===== src/sv/dwfs_pkg.sv =====
// Shared types, constants and coefficient tables for the wavelet filter step.
// Used by every module of the block; depends on nothing.
package dwfs_pkg;

    localparam int ADDR_W   = 6;
    localparam int LEN_W    = 7;
    localparam int STEP_W   = 4;
    localparam int TAP_W    = 5;
    localparam int SAMPLE_W = 16;
    localparam int COEF_W   = 17;
    localparam int PROD_W   = 33;
    localparam int ACC_W    = 38;
    localparam int RES_W    = 18;

    typedef enum logic [1:0] {
        CFG_TAP_SELECT  = 2'd0,
        CFG_DIRECTION   = 2'd1,
        CFG_LOG2_LENGTH = 2'd2
    } t_cfg_index;

    typedef enum logic [1:0] {
        TAPS_4,
        TAPS_12,
        TAPS_20
    } t_taps;

    typedef enum logic [1:0] {
        ST_LOAD,
        ST_CALC,
        ST_WAIT,
        ST_OUT
    } t_state;

    typedef struct packed {
        t_taps             taps;
        logic [STEP_W-1:0] half;
        logic [2:0]        lg;
        logic              dir;
    } t_cfg;

    typedef struct packed {
        logic              wr;
        logic [ADDR_W-1:0] wr_addr;
        logic              issue;
        logic              first;
        logic              last;
        logic [ADDR_W-1:0] k;
        logic [STEP_W-1:0] s;
    } t_cmd;

    typedef struct packed {
        logic done;
    } t_status;

    localparam logic signed [COEF_W-1:0] TAPS4_C [4] = '{
        17'sd31651, 17'sd54822, 17'sd14689, -17'sd8481
    };

    localparam logic signed [COEF_W-1:0] TAPS12_C [12] = '{
        17'sd7310, 17'sd32416, 17'sd49226, 17'sd20660, -17'sd14828, -17'sd8504,
        17'sd6390, 17'sd1804, -17'sd2070, 17'sd36, 17'sd313, -17'sd71
    };

    localparam logic signed [COEF_W-1:0] TAPS20_C [20] = '{
        17'sd1748, 17'sd12332, 17'sd34551, 17'sd45119, 17'sd18427,
        -17'sd16374, -17'sd12842, 17'sd8347, 17'sd6099, -17'sd4679,
        -17'sd1931, 17'sd2177, 17'sd236, -17'sd703, 17'sd91,
        17'sd131, -17'sd45, -17'sd8, 17'sd6, -17'sd1
    };

    // Smooth tap t of the selected filter, Q1.16.
    function automatic logic signed [COEF_W-1:0] tap_coef(t_taps taps, logic [TAP_W-1:0] t);
        logic signed [COEF_W-1:0] r;
        r = '0;
        unique case (taps)
            TAPS_4: begin
                r = TAPS4_C[t[1:0]];
            end
            TAPS_12: begin
                r = (t < TAP_W'(12)) ? TAPS12_C[t[3:0]] : TAPS12_C[0];
            end
            TAPS_20: begin
                r = (t < TAP_W'(20)) ? TAPS20_C[t] : TAPS20_C[0];
            end
            default: begin
                r = '0;
            end
        endcase
        return r;
    endfunction

endpackage


===== src/sv/daubechies_wavelet_filter_step_core.sv =====
// Top level of the periodic Daubechies wavelet filter step.
// Depends on dwfs_pkg, dwfs_ctrl and dwfs_dp.
//
// Usage:
//   Configuration channel (i_cfg_valid/o_cfg_ready, i_cfg_index, i_cfg_data)
//   writes tap_select (0), direction (1) and log2_length (2); o_cfg_ready is
//   always high. Write only while the core is loading with no partial vector.
//   Input channel (i_in_valid/o_in_ready, i_sample) takes 2^L samples, one
//   transaction per cycle, in index order. The transaction that completes the
//   vector starts the transform; input stalls until the last result is taken.
//   Output channel (o_out_valid/i_out_ready, o_coefficient, o_last_out) gives
//   2^L results in index order; o_last_out marks the final one.
//   Each result is built by the dual multiply-accumulate (one sample memory
//   read pair and two products per cycle), then passes through the product,
//   accumulate and round/saturate registers before it is offered.
//   A receiver stall holds the current result; computation of the next one
//   starts on the cycle after the transaction completes.
//   Reset: registers return to twelve taps, forward, length 64, the load
//   count clears, and no result is pending. The sample memory is not cleared.
module daubechies_wavelet_filter_step_core #(
    parameter int MAX_LENGTH = 64,
    parameter int MAX_TAPS   = 20
) (
    input  logic                                 i_clk,
    input  logic                                 i_rst_n,
    input  logic                                 i_cfg_valid,
    output logic                                 o_cfg_ready,
    input  logic [1:0]                           i_cfg_index,
    input  logic [2:0]                           i_cfg_data,
    input  logic                                 i_in_valid,
    output logic                                 o_in_ready,
    input  logic signed [dwfs_pkg::SAMPLE_W-1:0] i_sample,
    output logic                                 o_out_valid,
    input  logic                                 i_out_ready,
    output logic signed [dwfs_pkg::RES_W-1:0]    o_coefficient,
    output logic                                 o_last_out
);

    // largest log2 length that fits the sample memory
    localparam int LMAX_RAW = $clog2(MAX_LENGTH + 1) - 1;
    localparam int LMAX     = (LMAX_RAW > 6) ? 6 : ((LMAX_RAW < 2) ? 2 : LMAX_RAW);

    logic [1:0] r_tap_select;
    logic       r_direction;
    logic [2:0] r_log2_length;

    // register writes; index 3 is dropped
    always_ff @(posedge i_clk) begin
        if (!i_rst_n) begin
            r_tap_select  <= 2'd1;
            r_direction   <= 1'b0;
            r_log2_length <= 3'd6;
        end else if (i_cfg_valid) begin
            unique case (i_cfg_index)
                dwfs_pkg::CFG_TAP_SELECT:  r_tap_select  <= i_cfg_data[1:0];
                dwfs_pkg::CFG_DIRECTION:   r_direction   <= i_cfg_data[0];
                dwfs_pkg::CFG_LOG2_LENGTH: r_log2_length <= i_cfg_data;
                default: begin
                end
            endcase
        end
    end

    assign o_cfg_ready = 1'b1;

    // effective settings: clamp length, map the unused selector to twelve
    // taps, step the tap count down to what MAX_TAPS allows
    dwfs_pkg::t_cfg cfg;
    dwfs_pkg::t_taps taps_req;
    logic [2:0]      lg_clamp;

    always_comb begin
        priority if (r_log2_length < 3'd2) lg_clamp = 3'd2;
        else if (r_log2_length > 3'(LMAX)) lg_clamp = 3'(LMAX);
        else lg_clamp = r_log2_length;

        priority if (r_tap_select == 2'd0) taps_req = dwfs_pkg::TAPS_4;
        else if (r_tap_select == 2'd2) taps_req = dwfs_pkg::TAPS_20;
        else taps_req = dwfs_pkg::TAPS_12;

        cfg.taps = taps_req;
        if (taps_req == dwfs_pkg::TAPS_20 && MAX_TAPS < 20) begin
            cfg.taps = (MAX_TAPS >= 12) ? dwfs_pkg::TAPS_12 : dwfs_pkg::TAPS_4;
        end else if (taps_req == dwfs_pkg::TAPS_12 && MAX_TAPS < 12) begin
            cfg.taps = dwfs_pkg::TAPS_4;
        end

        unique case (cfg.taps)
            dwfs_pkg::TAPS_4:  cfg.half = dwfs_pkg::STEP_W'(2);
            dwfs_pkg::TAPS_20: cfg.half = dwfs_pkg::STEP_W'(10);
            default:           cfg.half = dwfs_pkg::STEP_W'(6);
        endcase
        cfg.lg  = lg_clamp;
        cfg.dir = r_direction;
    end

    dwfs_pkg::t_cmd    cmd;
    dwfs_pkg::t_status status;

    dwfs_ctrl #(
        .MAX_LENGTH (MAX_LENGTH)
    ) u_ctrl (
        .i_clk       (i_clk),
        .i_rst_n     (i_rst_n),
        .i_cfg       (cfg),
        .i_in_valid  (i_in_valid),
        .o_in_ready  (o_in_ready),
        .o_out_valid (o_out_valid),
        .i_out_ready (i_out_ready),
        .o_last_out  (o_last_out),
        .i_status    (status),
        .o_cmd       (cmd)
    );

    dwfs_dp #(
        .MAX_LENGTH (MAX_LENGTH)
    ) u_dp (
        .i_clk         (i_clk),
        .i_rst_n       (i_rst_n),
        .i_cfg         (cfg),
        .i_cmd         (cmd),
        .i_sample      (i_sample),
        .o_status      (status),
        .o_coefficient (o_coefficient)
    );

endmodule


===== src/sv/dwfs_ctrl.sv =====
// Sequencer for the wavelet filter step: load, per-element tap loop, output.
// Depends on dwfs_pkg.
module dwfs_ctrl #(
    parameter int MAX_LENGTH = 64
) (
    input  logic              i_clk,
    input  logic              i_rst_n,
    input  dwfs_pkg::t_cfg    i_cfg,
    input  logic              i_in_valid,
    output logic              o_in_ready,
    output logic              o_out_valid,
    input  logic              i_out_ready,
    output logic              o_last_out,
    input  dwfs_pkg::t_status i_status,
    output dwfs_pkg::t_cmd    o_cmd
);

    localparam int CW = $clog2(MAX_LENGTH + 1);

    dwfs_pkg::t_state               r_state, n_state;
    logic [CW-1:0]                  r_count;
    logic [dwfs_pkg::ADDR_W-1:0]    r_k;
    logic [dwfs_pkg::STEP_W-1:0]    r_s;

    logic [dwfs_pkg::LEN_W-1:0]     len;
    logic [dwfs_pkg::ADDR_W-1:0]    last_k;
    logic [dwfs_pkg::LEN_W-1:0]     count_inc;
    logic                           accept;
    logic                           full;
    logic                           step_end;
    logic                           elem_last;

    assign len       = dwfs_pkg::LEN_W'(1) << i_cfg.lg;
    assign last_k    = dwfs_pkg::ADDR_W'(len - dwfs_pkg::LEN_W'(1));
    assign count_inc = dwfs_pkg::LEN_W'(r_count) + dwfs_pkg::LEN_W'(1);
    assign accept    = i_in_valid && (r_state == dwfs_pkg::ST_LOAD);
    assign full      = count_inc >= len;
    assign step_end  = r_s == (i_cfg.half - dwfs_pkg::STEP_W'(1));
    assign elem_last = r_k == last_k;

    always_comb begin
        n_state = r_state;
        unique case (r_state)
            dwfs_pkg::ST_LOAD: begin
                if (accept && full) n_state = dwfs_pkg::ST_CALC;
            end
            dwfs_pkg::ST_CALC: begin
                if (step_end) n_state = dwfs_pkg::ST_WAIT;
            end
            dwfs_pkg::ST_WAIT: begin
                if (i_status.done) n_state = dwfs_pkg::ST_OUT;
            end
            dwfs_pkg::ST_OUT: begin
                if (i_out_ready) n_state = elem_last ? dwfs_pkg::ST_LOAD : dwfs_pkg::ST_CALC;
            end
            default: begin
                n_state = dwfs_pkg::ST_LOAD;
            end
        endcase
    end

    always_comb begin
        o_in_ready    = r_state == dwfs_pkg::ST_LOAD;
        o_out_valid   = r_state == dwfs_pkg::ST_OUT;
        o_last_out    = elem_last;
        o_cmd.wr      = accept && (r_count < CW'(MAX_LENGTH));
        o_cmd.wr_addr = dwfs_pkg::ADDR_W'(r_count);
        o_cmd.issue   = r_state == dwfs_pkg::ST_CALC;
        o_cmd.first   = r_s == '0;
        o_cmd.last    = step_end;
        o_cmd.k       = r_k;
        o_cmd.s       = r_s;
    end

    always_ff @(posedge i_clk) begin
        if (!i_rst_n) begin
            r_state <= dwfs_pkg::ST_LOAD;
            r_count <= '0;
            r_k     <= '0;
            r_s     <= '0;
        end else begin
            r_state <= n_state;
            if (accept) begin
                r_count <= full ? '0 : CW'(count_inc);
                if (full) r_k <= '0;
            end
            if (r_state == dwfs_pkg::ST_CALC) begin
                r_s <= step_end ? '0 : r_s + dwfs_pkg::STEP_W'(1);
            end
            if ((r_state == dwfs_pkg::ST_OUT) && i_out_ready) begin
                r_k <= r_k + dwfs_pkg::ADDR_W'(1);
            end
        end
    end

endmodule


===== src/sv/dwfs_dp.sv =====
// Datapath for the wavelet filter step: sample memory, address and tap
// generation, dual multiply-accumulate and round/saturate. Depends on dwfs_pkg.
module dwfs_dp #(
    parameter int MAX_LENGTH = 64
) (
    input  logic                                 i_clk,
    input  logic                                 i_rst_n,
    input  dwfs_pkg::t_cfg                       i_cfg,
    input  dwfs_pkg::t_cmd                       i_cmd,
    input  logic signed [dwfs_pkg::SAMPLE_W-1:0] i_sample,
    output dwfs_pkg::t_status                    o_status,
    output logic signed [dwfs_pkg::RES_W-1:0]    o_coefficient
);

    localparam int AW = (MAX_LENGTH > 1) ? $clog2(MAX_LENGTH) : 1;
    localparam int AD = dwfs_pkg::ADDR_W;
    localparam int TW = dwfs_pkg::TAP_W;

    logic signed [dwfs_pkg::SAMPLE_W-1:0] mem [MAX_LENGTH];

    // address and tap generation
    logic [dwfs_pkg::LEN_W-1:0] len;
    logic [AD-1:0]              mask, nh, p_fwd, base, tmp, p_tr;
    logic [AD-1:0]              addr_a, addr_b;
    logic [TW-1:0]              ntaps, ta, tb, t_tr;
    logic                       det, par, neg_b;
    logic signed [dwfs_pkg::COEF_W-1:0] ca, cb, cb_raw;

    always_comb begin
        len    = dwfs_pkg::LEN_W'(1) << i_cfg.lg;
        mask   = AD'(len - dwfs_pkg::LEN_W'(1));
        nh     = AD'(len >> 1);
        ntaps  = TW'({i_cfg.half, 1'b0});
        p_fwd  = i_cmd.k & (nh - AD'(1));
        det    = |(i_cmd.k & nh);
        base   = AD'({p_fwd, 1'b0}) + AD'(2) + AD'({i_cmd.s, 1'b0}) - AD'(i_cfg.half);
        par    = i_cmd.k[0] ^ i_cfg.half[0];
        t_tr   = TW'({i_cmd.s, par});
        tmp    = (i_cmd.k + AD'(i_cfg.half) - AD'(2) - AD'(t_tr)) & mask;
        p_tr   = tmp >> 1;
        if (i_cfg.dir) begin
            // transpose: gather the taps of one parity that land on element k
            addr_a = p_tr;
            addr_b = p_tr + nh;
            ta     = t_tr;
            tb     = ntaps - TW'(1) - t_tr;
            neg_b  = t_tr[0];
        end else begin
            addr_a = base & mask;
            addr_b = (base + AD'(1)) & mask;
            if (det) begin
                ta    = ntaps - TW'(1) - TW'({i_cmd.s, 1'b0});
                tb    = ntaps - TW'(2) - TW'({i_cmd.s, 1'b0});
                neg_b = 1'b1;
            end else begin
                ta    = TW'({i_cmd.s, 1'b0});
                tb    = TW'({i_cmd.s, 1'b1});
                neg_b = 1'b0;
            end
        end
        ca     = dwfs_pkg::tap_coef(i_cfg.taps, ta);
        cb_raw = dwfs_pkg::tap_coef(i_cfg.taps, tb);
        cb     = neg_b ? -cb_raw : cb_raw;
    end

    // stage 1: memory read and tap registers
    logic signed [dwfs_pkg::SAMPLE_W-1:0] r_rd_a, r_rd_b;
    logic signed [dwfs_pkg::COEF_W-1:0]   r_ca, r_cb;
    logic                                 r_v1, r_first1, r_last1;

    always_ff @(posedge i_clk) begin
        if (i_cmd.wr) mem[i_cmd.wr_addr[AW-1:0]] <= i_sample;
        if (i_cmd.issue) begin
            r_rd_a <= mem[addr_a[AW-1:0]];
            r_rd_b <= mem[addr_b[AW-1:0]];
            r_ca   <= ca;
            r_cb   <= cb;
        end
        r_first1 <= i_cmd.first;
        r_last1  <= i_cmd.last;
    end

    // stage 2: products
    logic signed [dwfs_pkg::PROD_W-1:0] prod_a, prod_b, r_pa, r_pb;
    logic                               r_v2, r_first2, r_last2;

    assign prod_a = r_rd_a * r_ca;
    assign prod_b = r_rd_b * r_cb;

    always_ff @(posedge i_clk) begin
        r_pa     <= prod_a;
        r_pb     <= prod_b;
        r_first2 <= r_first1;
        r_last2  <= r_last1;
    end

    // stage 3: accumulate
    logic signed [dwfs_pkg::ACC_W-1:0] acc_base, pa_x, pb_x, acc_sum, r_acc;
    logic                              r_done3, r_done4;

    assign acc_base = r_first2 ? '0 : r_acc;
    assign pa_x     = dwfs_pkg::ACC_W'(r_pa);
    assign pb_x     = dwfs_pkg::ACC_W'(r_pb);
    assign acc_sum  = acc_base + pa_x + pb_x;

    always_ff @(posedge i_clk) begin
        if (r_v2) r_acc <= acc_sum;
    end

    // stage 4: round half up and saturate
    function automatic logic signed [dwfs_pkg::RES_W-1:0] round_sat(
        logic signed [dwfs_pkg::ACC_W-1:0] a
    );
        logic signed [dwfs_pkg::ACC_W:0]      q;
        logic signed [dwfs_pkg::ACC_W-16:0]   r;
        q = a + $signed((dwfs_pkg::ACC_W + 1)'(32768));
        r = q[dwfs_pkg::ACC_W:16];
        if (r > $signed((dwfs_pkg::ACC_W - 15)'(131071))) begin
            return dwfs_pkg::RES_W'(131071);
        end else if (r < -$signed((dwfs_pkg::ACC_W - 15)'(131072))) begin
            return dwfs_pkg::RES_W'(-131072);
        end
        return dwfs_pkg::RES_W'(r);
    endfunction

    always_ff @(posedge i_clk) begin
        if (r_done3) o_coefficient <= round_sat(r_acc);
    end

    always_ff @(posedge i_clk) begin
        if (!i_rst_n) begin
            r_v1    <= 1'b0;
            r_v2    <= 1'b0;
            r_done3 <= 1'b0;
            r_done4 <= 1'b0;
        end else begin
            r_v1    <= i_cmd.issue;
            r_v2    <= r_v1;
            r_done3 <= r_v2 && r_last2;
            r_done4 <= r_done3;
        end
    end

    assign o_status.done = r_done4;

endmodule


===== config.mk =====
export PLATFORM = sky130hd
export DESIGN_NAME = daubechies_wavelet_filter_step_core
export DESIGN_NICKNAME = d
export VERILOG_FILES = /design/src/sv/dwfs_pkg.sv /design/src/sv/daubechies_wavelet_filter_step_core.sv /design/src/sv/dwfs_ctrl.sv /design/src/sv/dwfs_dp.sv
export SDC_FILE = /design/constraint.sdc
export NUM_CORES = 2
export LEC_CHECK = 0
export BUFFER_PORTS_ARGS = -buffer_cell sky130_fd_sc_hd__buf_2
export CORE_MARGIN = 2
export CORE_UTILIZATION = 40
export CTS_CLUSTER_SIZE = 16
export DETAILED_ROUTE_END_ITERATION = 8
export PLACE_DENSITY_LB_ADDON = 0.15
export SYNTH_ARGS = -nofsm -noshare
export SYNTH_HDL_FRONTEND = slang
export SYNTH_SLANG_ARGS = --single-unit
export TNS_END_PERCENT = 50

===== constraint.sdc =====
create_clock -name i_clk -period 7.1 [get_ports i_clk]
set_input_delay 1.065 -clock i_clk [delete_from_list [all_inputs] [get_ports i_clk]]
set_output_delay 1.065 -clock i_clk [all_outputs]
set_load 0.05 [all_outputs]

### Yosys cells after proc, flatten, opt, wreduce, memory -nomap -nowiden

Memory sizes are Yosys's and may differ from the RTL's. A register that Yosys moved wholly into a read port is not among the register bits.
Index checks and enable logic that the tools add are counted.

* bits in registers: 189
* memories kept: 5
* bits in read-only memories: 1632
* RAM bits: 1024
* word-level logic and storage cells: 166

* $lt $le $gt $ge: 16
* bitwise operators: 12
* muxes and demuxes: 54
* shift operators: 1
* equal/unequal tests: 14
* add/subtract/negate cells: 23
* $mul: 2
* reductions and logical operators: 18

Memories
* u_dp.mem: depth 64, bits a word 16, read ports 2, clocked after memory_dff 2, wr ports 1, line dwfs_dp.sv:19 `logic signed [dwfs_pkg::SAMPLE_W-1:0] mem [MAX_LENGTH];`
* (no name shown): depth 32, bits a word 17, read ports 1, clocked after memory_dff 0, wr ports 0, line dwfs_pkg.sv:83 `r = (t < TAP_W'(20)) ? TAPS20_C[t] : TAPS20_C[0];`
* (no name shown): depth 32, bits a word 17, read ports 1, clocked after memory_dff 0, wr ports 0, line dwfs_pkg.sv:83
* (no name shown): depth 16, bits a word 17, read ports 1, clocked after memory_dff 0, wr ports 0, line dwfs_pkg.sv:80 `r = (t < TAP_W'(12)) ? TAPS12_C[t[3:0]] : TAPS12_C[0];`
* (no name shown): depth 16, bits a word 17, read ports 1, clocked after memory_dff 0, wr ports 0, line dwfs_pkg.sv:80

Operators with widths (number)
* 17-bit 2-to-1 mux: 17
* 17-bit one-hot mux with 3 select lines: 2
* 38-bit by 33-bit adder with 38-bit output: 2
* 17-bit binary-select mux with 2-bit select: 2
* 16-bit by 17-bit multiplier with 33-bit output: 2
* 18-bit 2-to-1 mux: 3
* 38-bit by 17-bit adder with 39-bit output, second input constant: 1
* 38-bit 2-to-1 mux: 1
* 6-bit 2-to-1 mux: 5
* 6-bit AND: 4
* 23-bit by 18-bit > comparator with 1-bit output, second input constant: 1
* 23-bit by 18-bit < comparator with 1-bit output, second input constant: 1
* 5-bit 2-to-1 mux: 4
* 17-bit negator: 1
* 5-bit subtractor: 3
* 6-bit by 1-bit adder with 6-bit output, second input constant: 2
* 6-bit >= comparator, second input constant: 2
* 2-bit 2-to-1 mux: 6
* 5-bit NOT with 6-bit output: 2
* 2-bit == test, second input constant: 5
* 5-bit >= comparator, second input constant: 2
* 5-bit by 4-bit < comparator with 1-bit output, second input constant: 2
* 5-bit < comparator, second input constant: 2
* 4-bit NOT with 5-bit output: 2
* other kinds (40): 66

### Depth between registers and ports, before layout

* depth in word-level cells: 17
* depth in mapped cells: 25
* depth with buffers taken out: 23

### Hierarchy

Synthesis repeated with hierarchy kept, for this count alone.

* cell total of the unflattened synthesis: 8904
* area total of the unflattened synthesis: 85530.8 um2

By module, submodules not included
* dwfs_dp: area an instance 83634.0 um2, instances 1, sequential area each 35894.4 um2, cells an instance 8677
* dwfs_ctrl: area an instance 1569.0 um2, instances 1, sequential area each 380.4 um2, cells an instance 191
* daubechies_wavelet_filter_step_core: area an instance 327.8 um2, instances 1, sequential area each 120.1 um2, cells an instance 36

### Least setup slack after synthesis

OpenSTA, ideal clock, no wires.

* kind: flip-flop to flip-flop
* start point: register u_dp.r_rd_b[1] in the netlist's numbering, read port of u_dp.mem
* end point: register u_dp.r_pb[31] in the netlist's numbering
* stages on the path, launching flop included: 23
* period minus slack after synthesis: 6.286 ns
* slack: 0.814 ns
* required time: 7.028 ns
* arrival: 6.214 ns
* path buffers: 1
* cell sequence: edfxtp_1 clkbuf_1 nand2_1 inv_1 fa_1 fa_1 fa_1 fa_1 fa_1 inv_1 fa_1 inv_1 ha_1 a21o_1 a21o_1 a21o_1 or3_1 o21ai_0 o21ai_0 o31a_1 o21a_1 nor2_1 xnor2_1

* cells in the longest elaborated chain, start to end: 1

RTL lines
* start: declaration: line dwfs_dp.sv:67 `logic signed [dwfs_pkg::SAMPLE_W-1:0] r_rd_a, r_rd_b;`
* 16-bit by 17-bit multiplier with 33-bit output: line dwfs_dp.sv:88 `assign prod_b = r_rd_b * r_cb;`
* net u_dp.prod_b (one bit): line dwfs_dp.sv:84 `logic signed [dwfs_pkg::PROD_W-1:0] prod_a, prod_b, r_pa, r_pb;`
* end signal: assignment: line dwfs_dp.sv:92 `r_pb <= prod_b;`
* end: declaration: line dwfs_dp.sv:84

The timed path passes the listed nets, and every way through them passes these cells.
A chain may end at the register's enable or synchronous reset.

### Worst setup path after layout

* start point: register u_dp.r_cb[10] in the netlist's numbering
* end point: register u_dp.r_pb[31] in the netlist's numbering

* cells in the longest elaborated chain, start to end: 1

RTL lines
* start: declaration: line dwfs_dp.sv:68 `logic signed [dwfs_pkg::COEF_W-1:0] r_ca, r_cb;`
* start signal: assignment: line dwfs_dp.sv:77 `r_cb <= cb;`
* 16-bit by 17-bit multiplier with 33-bit output: line dwfs_dp.sv:88
* net u_dp.prod_b (one bit): line dwfs_dp.sv:84

The timed path passes the listed nets, and every way through them passes these cells.

==> flow_metrics.py <==
metrics = {
    "timing": {
        "setup_viol": 0,
        "tns_ns": 0,
        "drv_slew": 0,
        "finClkSkew_ns": 0.115,
        "hold_ws_ns": 0.331,
        "max_slew_margin_pct": 16.2,
        "post-route-period-util_pct": 93.7,
        "hold_viol_final": 0,
        "finalCriticalPeriod_ns": 6.65,
        "rsz0062_at_grt": "false",
        "worst_pin_slew_ns": 1.26,
        "fmax_mhz": 150,
    },
    "clock_network": {
        "cts_num_sinks": 1245,
        "clk_latency_ns": 0.83,
        "ctsHoldBuffers": 0,
        "root_buffer": "clkbuf_16",
        "clkSlewWorstSetupHoldPaths_ns": 0.06,
        "cts-buffers-inserted": 148,
        "cts_max_path_buffers": 3,
        "cts_tree": "built",
        "htree_levels": 4,
    },
    "final_layout": {
        "final_cell_mix": "1146 x edfxtp_1, 678 x inv_1, 596 x fa_1",
        "layout.nets": 7176,
        "drive_gt1_share_pct": 17.6,
        "syn2layout_area_growth_pct": 11.6,
        "layout.cells.most_common": "edfxtp_1",
    },
    "global_routing": {
        "grt_pass1_wl_um": 362000,
        "grt_max_degree": 82,
        "antenna_found_initial": 10,
        "first_global_vias": 54600,
        "grt-ovfl-total": 0,
        "grtUsageTotal_pct": 23.3,
    },
    "route": {
        "drc": 0,
        "vias": 52300,
        "drtIter0Drc": 5012,
        "ant_nets": 0,
        "wl_per_cell_um": 26.8,
        "dr.pass1.iters": 7,
        "wirelength_um": 244000,
        "via_per_inst": 5.74,
    },
    "die": {
        "pin_count": 48,
        "initial_core_util_pct": 40.3,
        "die_w_um": 458,
        "fp-row-count": 166,
        "core_area_sq_um": 205000,
        "dieArea_sq_um": 210000,
        "die_y_um": 458,
    },
    "setup_path": {
        "cp-start-kind": "flop",
        "worstPathRequired_ns": 7.79,
        "path_cells": "nand2_1 -> fa_1 -> inv_1 -> fa_1 -> fa_1 -> fa_1 -> fa_1 -> inv_1 -> fa_1 -> inv_1 -> ha_1 -> a21o_1 -> a21o_1 -> a21o_1 -> or3_1 -> o21ai_0 -> o21ai_0 -> o31a_1 -> o21a_1 -> nor2_1 -> xnor2_1",
        "critPathMostFrequentCell": "fa_1",
        "slowest_stage": "edfxtp_1",
        "worst_setup_path_end_kind": "flop",
        "crit_family": "adder cells",
        "critPathArrivalTime_ns": 7.34,
        "max_stage_delay_ns": 0.78,
        "cp_max_fo": 16,
        "crit_buf_inv": 3,
        "critical_path_class": "reg -> reg",
        "rr_startpoint": "u_dp.r_cb[10]$_DFFE_PP_",
        "crit_start": "u_dp.r_cb[10]$_DFFE_PP_",
    },
    "placed_design": {
        "place_hpwl_um": 167000,
        "routabilityCongestion": 0.887,
        "portBuffers": 46,
    },
    "run_status": {
        "status": "finished clean",
    },
    "logic_synthesis": {
        "synthArstFlopShare_pct": 0,
        "synth_edf_count": 1146,
        "synth_flop_cell": "edfxtp_1",
        "yosysSeqAreaShare_pct": 44.2,
        "synth-seq-cells": 1245,
        "synth_area_sq_um": 82400,
        "syn_inst": 6238,
        "yosysUniqueCellTypes": 101,
        "synth_warnings": 0,
        "syn_area_per_cell_sq_um": 13.2,
    },
    "hold_path": {
        "hold_path.startpoint": "u_dp.r_last1$_DFF_P_",
        "hold_class": "reg -> reg",
    },
    "run": {
        "drv_cap": 0,
    },
}
-- metal layers --
metal | track usage (%) | share of wire (%) | up-vias
li1 | - | - | 22700
met1 | 30.4 | 41 | 27300
met2 | 39.8 | 50 | 1927
met3 | 3.47 | 6.3 | 407
met4 | 7.93 | 3.6 | 6
met5 | 0 | 0.017 | -
-- cell families after synthesis --
group	Yosys count	synth area share, %
compound gates	844	6.97
xor+xnor	166	1.76
fa+ha+maj	847	18.3
buf+inv	1049	4.94
flops	1245	44.2
mux	609	15.2
other cells	2	0.00912
simple gates	1476	8.64
-- stage by stage --
step	area [sq um]	utilization [%]	cells	worst slack [ns]
finish	91900	44.9	9119	0.446
CTS	91900	44.9	9114	0.394
detailed placement	87000	42.5	8841	0.405
floorplan	82400	-	6241	0.814
global placement	87000	42.5	8841	0.467
global route	91900	44.9	9115	0.0788
-- cells in the mapped netlist (all sizes together) (19+ instances only) --
cell type     n  area (sq um)
nand3        71           365
clkbuf      253           950
and2        333          2080
xor2         42           368
mux2i        92           921
a21o         48           360
mux4        512         11500
nand2       597          2240
buf         113           558
nor3         45           225
a31oi        60           405
o21a         19           143
a211oi      172          1300
edfxtp     1146         34400
a21oi       204          1030
inv         681          2560
o21ai       125           644
xnor2       124          1090
dfxtp        99          1980
a311oi       38           333
nand2b       32           200
nor2        225           845
o211ai       36           275
ha          249          3120
nor2b        89           557
fa          597         12000
-- repair_timing --
item / CTS / global route
endpoints found under the hold margin: 0 / 0
resized for setup: 0 / 2
endpoints found under the setup margin: 0 / 1
buffers inserted: 0 / 1
-- state kept, by name (all words and copies together), names as in the netlist --
| register | count |
|---|---|
| u_dp.r_v2 | 1 |
| u_dp.o_status | 1 |
| u_dp.r_done3 | 1 |
| u_ctrl.r_s | 4 |
| u_ctrl.r_k | 6 |
| u_dp.r_v1 | 1 |
| u_dp.r_pa | 33 |
| u_dp.r_first1 | 1 |
| u_dp.r_ca | 17 |
| u_dp.r_last1 | 1 |
| u_dp.r_last2 | 1 |
| r_tap_select | 2 |
| u_dp.mem | 1024 |
| u_dp.r_cb | 17 |
| u_dp.o_coefficient | 18 |
| u_dp.r_rd_a | 16 |
| u_dp.r_pb | 33 |
| u_dp.r_first2 | 1 |
| u_ctrl.r_state | 2 |
| r_direction | 1 |
| u_dp.r_rd_b | 16 |
| u_dp.r_acc | 38 |
| r_log2_length | 3 |
| u_ctrl.r_count | 7 |
-- area by class of cell --
class / count / area [sq um]
antenna: 4 / 10.0
clock buffer: 170 / 3800
clock inverter: 103 / 1110
fill: 18200 / 113000
inverter: 683 / 2560
multi-input combinational: 3947 / 42400
sequential: 1245 / 36400
tap: 2688 / 3360
timing repair buffer: 279 / 2290
-- final timing paths --
check / endpoint / slack (ns) / cells past startpoint
worst max-delay path: u_dp.r_pb[31]$_DFF_P_ / 0.45 / 21
worst min register to register: u_dp.r_last2$_DFF_P_ / 0.33 / 0
worst min-delay path: u_dp.r_last2$_DFF_P_ / 0.33 / 0
worst max register to register: u_dp.r_pb[31]$_DFF_P_ / 0.45 / 21
Power is not shown: default switching activity piles up to over one toggle a cycle in this logic, so the estimate is an artifact.
